$ cat config.mk
export PLATFORM = sky130hd
export DESIGN_NAME = frame_parser_crc16_top
export DESIGN_NICKNAME = d
export VERILOG_FILES = /design/src/sv/frp_pkg.sv /design/src/sv/frp_in_reg.sv /design/src/sv/frp_parse.sv /design/src/sv/frp_out_reg.sv /design/src/sv/frame_parser_crc16_top.sv
export SDC_FILE = /design/constraint.sdc
export NUM_CORES = 1
export LEC_CHECK = 0
export ABC_AREA = 1
export BUFFER_PORTS_ARGS = -buffer_cell sky130_fd_sc_hd__clkbuf_2
export CAP_MARGIN = 20
export CORE_ASPECT_RATIO = 0.75
export CORE_MARGIN = 4
export CORE_UTILIZATION = 37
export DETAILED_ROUTE_END_ITERATION = 16
export GPL_ROUTABILITY_DRIVEN = 0
export PLACE_DENSITY = 0.54
export SKIP_CTS_REPAIR_TIMING = 1
export SYNTH_ARGS = -nofsm -noshare
export SYNTH_HDL_FRONTEND = slang
export SYNTH_SLANG_ARGS = --single-unit
$ cat constraint.sdc
create_clock -name i_clk -period 2.55 [get_ports i_clk]
set_clock_uncertainty 0.15 [all_clocks]
set_input_delay 0.255 -clock i_clk [delete_from_list [all_inputs] [get_ports i_clk]]
set_output_delay 0.255 -clock i_clk [all_outputs]
set_load 0.005 [all_outputs]
$ cat src/sv/frp_pkg.sv
package frp_pkg;

    localparam int BYTE_W   = 8;
    localparam int LEN_W    = 31;
    localparam int CRC_W    = 16;
    localparam logic [CRC_W-1:0] CRC_INIT = 16'hFFFF;
    localparam logic [CRC_W-1:0] CRC_XOR  = 16'hFFFF;
    localparam logic [CRC_W-1:0] CRC_POLY = 16'h8408;
    localparam logic [LEN_W-1:0] MAX_LENGTH_RST = 31'h7FFF_FFFF;

    localparam logic KIND_PAYLOAD = 1'b0;
    localparam logic KIND_STATUS  = 1'b1;

    typedef enum logic [1:0] {
        ST_OK       = 2'd0,
        ST_MISMATCH = 2'd1,
        ST_LENGTH   = 2'd2
    } t_status;

    typedef enum logic [5:0] {
        PH_HEADER  = 6'b000001,
        PH_TYPE    = 6'b000010,
        PH_LENGTH  = 6'b000100,
        PH_PAYLOAD = 6'b001000,
        PH_CHECK   = 6'b010000,
        PH_TAIL    = 6'b100000
    } t_phase;

    typedef struct packed {
        logic              kind;
        logic [BYTE_W-1:0] payload_byte;
        logic [BYTE_W-1:0] frame_type;
        t_status           status;
        logic              last;
    } t_result;

    // CRC-16/X.25 update for one byte, LSB first
    function automatic logic [CRC_W-1:0] crc_byte(input logic [CRC_W-1:0] crc,
                                                  input logic [BYTE_W-1:0] b);
        logic [CRC_W-1:0] c;
        c = crc ^ {{(CRC_W-BYTE_W){1'b0}}, b};
        for (int i = 0; i < BYTE_W; i++) begin
            if (c[0]) begin
                c = (c >> 1) ^ CRC_POLY;
            end else begin
                c = c >> 1;
            end
        end
        return c;
    endfunction

endpackage

$ cat src/sv/frp_in_reg.sv
module frp_in_reg
    import frp_pkg::*;
(
    input  logic              i_clk,
    input  logic              i_rst_n,
    input  logic              i_in_valid,
    output logic              o_in_ready,
    input  logic [BYTE_W-1:0] i_rx_byte,
    input  logic              i_start_frame,
    input  logic              i_advance,
    output logic              o_valid,
    output logic [BYTE_W-1:0] o_rx_byte,
    output logic              o_start_frame
);

    logic              r_valid;
    logic              n_valid;
    logic [BYTE_W-1:0] r_rx_byte;
    logic              r_start_frame;
    logic              in_take;

    assign o_in_ready = !r_valid || i_advance;
    assign in_take    = i_in_valid && o_in_ready;

    always_comb begin
        n_valid = r_valid;
        if (in_take) begin
            n_valid = 1'b1;
        end else if (i_advance) begin
            n_valid = 1'b0;
        end
    end

    always_ff @(posedge i_clk) begin
        if (!i_rst_n) begin
            r_valid <= 1'b0;
        end else begin
            r_valid <= n_valid;
        end
    end

    always_ff @(posedge i_clk) begin
        if (in_take) begin
            r_rx_byte     <= i_rx_byte;
            r_start_frame <= i_start_frame;
        end
    end

    assign o_valid       = r_valid;
    assign o_rx_byte     = r_rx_byte;
    assign o_start_frame = r_start_frame;

endmodule

$ cat src/sv/frp_parse.sv
module frp_parse
    import frp_pkg::*;
(
    input  logic              i_clk,
    input  logic              i_rst_n,
    input  logic              i_cfg_we,
    input  logic [LEN_W-1:0]  i_cfg_wdata,
    input  logic              i_valid,
    input  logic [BYTE_W-1:0] i_rx_byte,
    input  logic              i_start_frame,
    input  logic              i_out_free,
    output logic              o_advance,
    output logic              o_emit,
    output t_result           o_result
);

    logic [LEN_W-1:0]  r_max_length;
    t_phase            r_phase,   n_phase;
    logic [1:0]        r_idx,     n_idx;
    logic [23:0]       r_len_lo,  n_len_lo;
    logic [LEN_W-1:0]  r_remain,  n_remain;
    logic [CRC_W-1:0]  r_crc,     n_crc;
    logic [CRC_W-1:0]  r_chk,     n_chk;
    logic [BYTE_W-1:0] r_type,    n_type;

    t_phase            cur_phase;
    logic [31:0]       len_full;
    logic [CRC_W-1:0]  crc_upd;
    logic              emit;
    t_result           res;

    assign len_full = {i_rx_byte, r_len_lo};
    assign crc_upd  = crc_byte(r_crc, i_rx_byte);

    always_comb begin
        // a forced start takes the byte as a header
        cur_phase = i_start_frame ? PH_HEADER : r_phase;
        n_phase   = r_phase;
        n_idx     = r_idx;
        n_len_lo  = r_len_lo;
        n_remain  = r_remain;
        n_crc     = r_crc;
        n_chk     = r_chk;
        n_type    = r_type;
        emit      = 1'b0;
        res.kind         = KIND_PAYLOAD;
        res.payload_byte = '0;
        res.frame_type   = r_type;
        res.status       = ST_OK;
        res.last         = 1'b0;
        case (cur_phase)
            PH_TYPE: begin
                n_type  = i_rx_byte;
                n_crc   = crc_upd;
                n_idx   = 2'd0;
                n_phase = PH_LENGTH;
            end
            PH_LENGTH: begin
                n_crc = crc_upd;
                case (r_idx)
                    2'd0: n_len_lo[7:0]   = i_rx_byte;
                    2'd1: n_len_lo[15:8]  = i_rx_byte;
                    2'd2: n_len_lo[23:16] = i_rx_byte;
                    default: n_len_lo     = r_len_lo;
                endcase
                if (r_idx != 2'd3) begin
                    n_idx = r_idx + 2'd1;
                end else begin
                    n_idx = 2'd0;
                    if (len_full[31] || (len_full[LEN_W-1:0] > r_max_length)) begin
                        n_phase    = PH_HEADER;
                        emit       = 1'b1;
                        res.kind   = KIND_STATUS;
                        res.status = ST_LENGTH;
                        res.last   = 1'b1;
                    end else begin
                        n_remain = len_full[LEN_W-1:0];
                        n_phase  = (len_full == '0) ? PH_CHECK : PH_PAYLOAD;
                    end
                end
            end
            PH_PAYLOAD: begin
                n_crc    = crc_upd;
                n_remain = r_remain - LEN_W'(1);
                if (r_remain == LEN_W'(1)) begin
                    n_idx   = 2'd0;
                    n_phase = PH_CHECK;
                end
                emit             = 1'b1;
                res.payload_byte = i_rx_byte;
            end
            PH_CHECK: begin
                if (r_idx == 2'd0) begin
                    n_chk[7:0] = i_rx_byte;
                    n_idx      = 2'd1;
                end else begin
                    n_chk[15:8] = i_rx_byte;
                    n_idx       = 2'd0;
                    n_phase     = PH_TAIL;
                end
            end
            PH_TAIL: begin
                n_phase    = PH_HEADER;
                emit       = 1'b1;
                res.kind   = KIND_STATUS;
                res.status = ((r_crc ^ CRC_XOR) == r_chk) ? ST_OK : ST_MISMATCH;
                res.last   = 1'b1;
            end
            default: begin
                n_crc   = crc_byte(CRC_INIT, i_rx_byte);
                n_phase = PH_TYPE;
            end
        endcase
    end

    // hold the item while a result cannot be stored
    assign o_advance = i_valid && (i_out_free || !emit);
    assign o_emit    = emit;
    assign o_result  = res;

    always_ff @(posedge i_clk) begin
        if (!i_rst_n) begin
            r_max_length <= MAX_LENGTH_RST;
        end else if (i_cfg_we) begin
            r_max_length <= i_cfg_wdata;
        end
    end

    always_ff @(posedge i_clk) begin
        if (!i_rst_n) begin
            r_phase  <= PH_HEADER;
            r_idx    <= 2'd0;
            r_len_lo <= '0;
            r_remain <= '0;
            r_crc    <= CRC_INIT;
            r_chk    <= '0;
            r_type   <= '0;
        end else if (o_advance) begin
            r_phase  <= n_phase;
            r_idx    <= n_idx;
            r_len_lo <= n_len_lo;
            r_remain <= n_remain;
            r_crc    <= n_crc;
            r_chk    <= n_chk;
            r_type   <= n_type;
        end
    end

endmodule

$ cat src/sv/frp_out_reg.sv
module frp_out_reg
    import frp_pkg::*;
(
    input  logic    i_clk,
    input  logic    i_rst_n,
    input  logic    i_load,
    input  t_result i_result,
    output logic    o_free,
    output logic    o_valid,
    input  logic    i_ready,
    output t_result o_result
);

    logic    r_valid;
    logic    n_valid;
    t_result r_result;

    assign o_free = !r_valid || i_ready;

    always_comb begin
        n_valid = r_valid;
        if (i_load) begin
            n_valid = 1'b1;
        end else if (i_ready) begin
            n_valid = 1'b0;
        end
    end

    always_ff @(posedge i_clk) begin
        if (!i_rst_n) begin
            r_valid <= 1'b0;
        end else begin
            r_valid <= n_valid;
        end
    end

    always_ff @(posedge i_clk) begin
        if (i_load) begin
            r_result <= i_result;
        end
    end

    assign o_valid  = r_valid;
    assign o_result = r_result;

endmodule

$ cat src/sv/frame_parser_crc16_top.sv
// Length-prefixed frame receiver with CRC-16/X.25 check.
// Input channel: one received byte per item (i_rx_byte), with i_start_frame
// forcing that byte to be treated as a new frame header. Handshake is
// i_in_valid / o_in_ready.
// Output channel: o_out_valid / i_out_ready. Payload bytes come out one item
// each (o_out_kind = 0); the tail byte, or a bad length field, produces one
// status item (o_out_kind = 1, o_frame_last = 1) with the frame type and the
// check result. Header, type, length and checksum bytes produce no item.
// A byte accepted at the input passes the input register, then the result
// register, before its item shows at o_out_*. Throughput: one byte per
// cycle unless stalled; the CRC byte update and counters sit between them.
// Stall: the output register holds its item while i_out_ready is low; the
// input register still takes one more byte, and bytes that produce no item
// keep flowing. A byte that produces an item waits until the output frees.
// i_cfg_we writes max_length (31 bits) directly; write it only while idle.
// Reset (synchronous, active low): both registers empty, parser waits for a
// header, max_length returns to 0x7FFFFFFF.
module frame_parser_crc16_top
    import frp_pkg::*;
(
    input  logic              i_clk,
    input  logic              i_rst_n,
    input  logic              i_cfg_we,
    input  logic [LEN_W-1:0]  i_cfg_wdata,
    input  logic              i_in_valid,
    output logic              o_in_ready,
    input  logic [BYTE_W-1:0] i_rx_byte,
    input  logic              i_start_frame,
    output logic              o_out_valid,
    input  logic              i_out_ready,
    output logic              o_out_kind,
    output logic [BYTE_W-1:0] o_payload_byte,
    output logic [BYTE_W-1:0] o_frame_type,
    output logic [1:0]        o_status,
    output logic              o_frame_last
);

    logic              s1_valid;
    logic [BYTE_W-1:0] s1_byte;
    logic              s1_sof;
    logic              advance;
    logic              emit;
    logic              out_free;
    t_result           res;
    t_result           out_res;

    frp_in_reg u_in (
        .i_clk         (i_clk),
        .i_rst_n       (i_rst_n),
        .i_in_valid    (i_in_valid),
        .o_in_ready    (o_in_ready),
        .i_rx_byte     (i_rx_byte),
        .i_start_frame (i_start_frame),
        .i_advance     (advance),
        .o_valid       (s1_valid),
        .o_rx_byte     (s1_byte),
        .o_start_frame (s1_sof)
    );

    frp_parse u_parse (
        .i_clk         (i_clk),
        .i_rst_n       (i_rst_n),
        .i_cfg_we      (i_cfg_we),
        .i_cfg_wdata   (i_cfg_wdata),
        .i_valid       (s1_valid),
        .i_rx_byte     (s1_byte),
        .i_start_frame (s1_sof),
        .i_out_free    (out_free),
        .o_advance     (advance),
        .o_emit        (emit),
        .o_result      (res)
    );

    frp_out_reg u_out (
        .i_clk    (i_clk),
        .i_rst_n  (i_rst_n),
        .i_load   (advance && emit),
        .i_result (res),
        .o_free   (out_free),
        .o_valid  (o_out_valid),
        .i_ready  (i_out_ready),
        .o_result (out_res)
    );

    assign o_out_kind     = out_res.kind;
    assign o_payload_byte = out_res.payload_byte;
    assign o_frame_type   = out_res.frame_type;
    assign o_status       = out_res.status;
    assign o_frame_last   = out_res.last;

endmodule

==> summary.md <==
• complete, but fails checks — result of the run
• setup timing — violations in the final reports
• 38.1% — Initial Util
• yes — unrepaired setup endpoints after global routing
• flip-flop to primary output — worst setup path class
• 0.00611 W — Final Power
• 0.0266 mm² — area enclosed by the die boundary
• 340 MHz — Max Freq
• 1265 — cells after synthesis
• u_in.o_rx_byte[4] — critical path launch point
• 25.5% — P&R area growth vs syn
• 3 — maximum fanout count along the critical path
• 685 — number of violations reported at the end of detailed-routing iteration 0
• 2.94 ns — time the final worst path needs with I/O delays and setup
• -0.22 ns — FF-to-FF setup slack
• 0 — warning count from the yosys run
• 7.02 µm² — Post-Syn Area per Cell
• 1.08 ns — Least-Margin Pin Slew
• 40.1% — sequential area share after synthesis
• 2 — Longest Clk Path Bufs
• nand2_1, nor2_1, inv_1 — top post-synthesis cells by count
• buf_6 — most used cell along the critical path
• 0.00888 mm² — Post-Syn Area
• 45.3% — sequential share of power
• -0.393 ns — slack of the critical path
• 30.7% — share of the synthesized area in the top cell type
• 18.5% — aggregate global-route resource usage
• -0.171 ns — Setup WS pre-CTS
• 17 — R2R depth
• 16.6% — fraction of final layout cells with drive strength greater than 1
• 0 — # DRC
• 0 — Inserted Diodes
• 7229 — via count of the first global-routing pass
• 28 — EDFF count, synth
• 8112 — detailed-route via count
• 17300 µm — hpwl dp
• u_parse.r_len_lo[12] — Worst R2R Start
• 41.5% — Clock power frac
• 2.54 ns — CP arrival
• 0.44 ns — CP max stage delay
• dfxtp_1 — Synth area leader
• 0.0111 mm² — finished layout cell area
• 0 — Final Hold Violating Endpoints
• 142 µm — y dimension of the die
• 0 — reported max-cap violation count
• o_in_ready — capture point of the critical path
• 1641 — placed cell count
• 5.88 nW — Lkg Pwr
• 164 — flip-flop and latch count after synthesis
• 0.44 ns — worst skew pair latency
• 24800 µm — final WL
• 13.2% — combinational cell fraction of total power
• 0.00991 mm² — Placement Cell Area
• edfxtp_1 — slowest cell on the critical path
• 0.07 ns — Reg clk slew, reported paths
• 0.480 mV — VDD IR-drop max
• 27.5% — tightest slew margin relative to the limit
• 48 — FP Rows
• 115% — share of the clock period used by the worst path
• 1723 — final non-filler cell total
• primary output — endpoint type of the worst setup path
• 100 — pin count of the biggest net entering global routing
• dfxtp_1, nand2_1, nor2_1, edfxtp_1, inv_1 — synth top area cells
• yes — CTS tree
• 187 µm — DIE WIDTH
• 4.71 — detail-routed via count per cell
• 4 — H-tree depth
• 1347 — Post-Synthesis Net Count
• primary input to flip-flop — worst min-delay path category
• 1492 — number of nets at the end of the flow
• 5 — length of the first detailed-routing pass in iterations
• 0.00164 W — Sw Pwr
• 110 — final setup violating endpoints
• 14.4 µm — post-detailed-route wirelength per cell
• 164 — clock sink count
• 0 — number of antenna violations at the first check in global routing
• u_parse.r_len_lo[15] — reg2reg end
• 2.14 ns — endpoint required time on the critical path
• ha_4 -> nand4_1 -> buf_4 -> nor2_2 -> a21oi_1 -> nand2_1 -> nand2_1 -> nand2_2 -> nand3_2 -> nand2_2 -> buf_6 -> nand3_4 -> buf_6 -> buf_6 — cell-by-cell trace of the critical path
• 38 — number of library cell types mapped by synthesis
• flip-flop — Critical Path Start Type
• 67 — total I/O pin count
• clkbuf_16 — root buffer cell
• 26.8% — sw frac
• 0 — max-slew violation total from the final report
• 17 — cts bufs inserted
• nand2_1 — library cell with the highest instance count after synthesis
• 0 — antenna viol nets, final
• -7.21 ns — total negative setup slack
• 66 — I/O Buffers
• 0 — GR Overflow Total
• 38800 µm — wire length of the first global-routing pass
• 0.0233 mm² — core outline area
• 0.00448 W — cell-internal power
• 0% — fraction of registers with async set/reset
• 548 mW/mm² — power density relative to cell area
• dfxtp_1 — Main synth FF type
-- area by class of cell --
| cell class | count | area [µm²] |
|---|---|---|
| Fill cell | 2313 | 12200 |
| Multi-Input combinational cell | 890 | 4640 |
| Sequential cell | 164 | 3560 |
| Timing Repair Buffer | 181 | 1400 |
| Inverter | 156 | 603 |
| Clock buffer | 21 | 470 |
| Tap cell | 300 | 375 |
| Clock inverter | 11 | 97.6 |
-- per-stage QoR --
step                      util, %  hold WS (ns)
after floorplan                 -         0.204
after global placement       42.5         0.264
after detailed placement     42.5         0.263
after CTS                    44.9        -0.177
after global routing         47.8         0.210
final                        47.8         0.196
-- flip-flops by register name, summed over array words and instances (netlist names) --
register              cells
u_in.o_valid              1
u_parse.r_type            8
u_parse.r_phase           6
u_in.o_start_frame        1
u_parse.r_idx             2
u_parse.r_len_lo         24
u_parse.r_max_length     31
u_out.o_result           19
u_parse.r_remain         31
u_parse.r_crc            16
u_out.o_valid             1
u_parse.r_chk            16
u_in.o_rx_byte            8
-- per-layer routing --
layer,vias to the layer above,track usage (%),part of all wire (%)
met3,22,3.46,4.9
met5,-,0,0
li1,4300,-,-
met4,0,4.98,0.92
met1,3606,29.2,55
met2,184,25.5,39
-- worst min path at each step --
stage | depth (start not counted) | slack (ns) | end | startpoint
after CTS | 1 | -0.18 | u_in.o_rx_byte[2] | i_rx_byte[2]
after global routing | 3 | 0.21 | u_parse.r_crc[9] | i_rst_n
final | 3 | 0.20 | u_parse.r_crc[9] | i_rst_n
after detailed placement | 0 | 0.26 | u_out.o_result[7] | u_parse.r_type[4]
after global placement | 0 | 0.26 | u_out.o_result[6] | u_parse.r_type[3]
after floorplan | 0 | 0.20 | u_in.o_rx_byte[0] | i_rx_byte[0]
-- power groups by stage --
| stage | Sequential [W] | Combinational (W) | Clock [W] |
|---|---|---|---|
| 2_1_floorplan | 0.00280 | 0.000492 | 0 |
| 3_3_place_gp | 0.00282 | 0.000714 | 0 |
| 3_5_place_dp | 0.00282 | 0.000715 | 0 |
| 4_1_cts | 0.00276 | 0.000721 | 0.00259 |
| 5_1_grt | 0.00277 | 0.000908 | 0.00271 |
| 6_report | 0.00277 | 0.000806 | 0.00254 |
-- cells by family (layout without fill, tap and decap cells) --
logic type,count (synthesis),after routing,share of synthesized area (%)
AOI/OAI and AO/OA,166,166,10.0
adders and majority gates,37,37,5.21
DFF,164,164,40.1
xor gates and xnor gates,48,48,4.73
buffers and inverters,211,369,9.43
and+or+nand+nor,639,639,30.5
-- worst max-delay path: cells and delay by family, from the launching register on --
kind / cells / cell delay, ns
AO/OA/AOI/OAI: 1 / 0.07
adder cells (fa/ha/maj): 1 / 0.30
buffers and inverters: 4 / 0.54
flip-flops: 1 / 0.44
AND/OR/NAND/NOR: 8 / 0.74
-- cells in the final DEF, fill, tap and decap left out, types with 4 or more instances in the layout --
master         count
nand2_1          282
nor2_1           218
inv_1            147
dfxtp_1          135
o21ai_0           90
clkbuf_2          64
buf_4             63
a21oi_1           53
nand3_1           53
dlygate4sd3_1     41
xor2_1            34
ha_1              32
edfxtp_1          28
nand4_1           26
clkbuf_16         17
nor2_2            14
xnor2_1           14
nand2_2           10
nor3_1             8
inv_2              7
buf_6              6
buf_12             6
nand2_4            5
nand4_2            5
ha_4               5
o211ai_1           4
nor4_1             4
clkinvlp_4         4
Note: power is estimated with default switching activity, not from simulation.
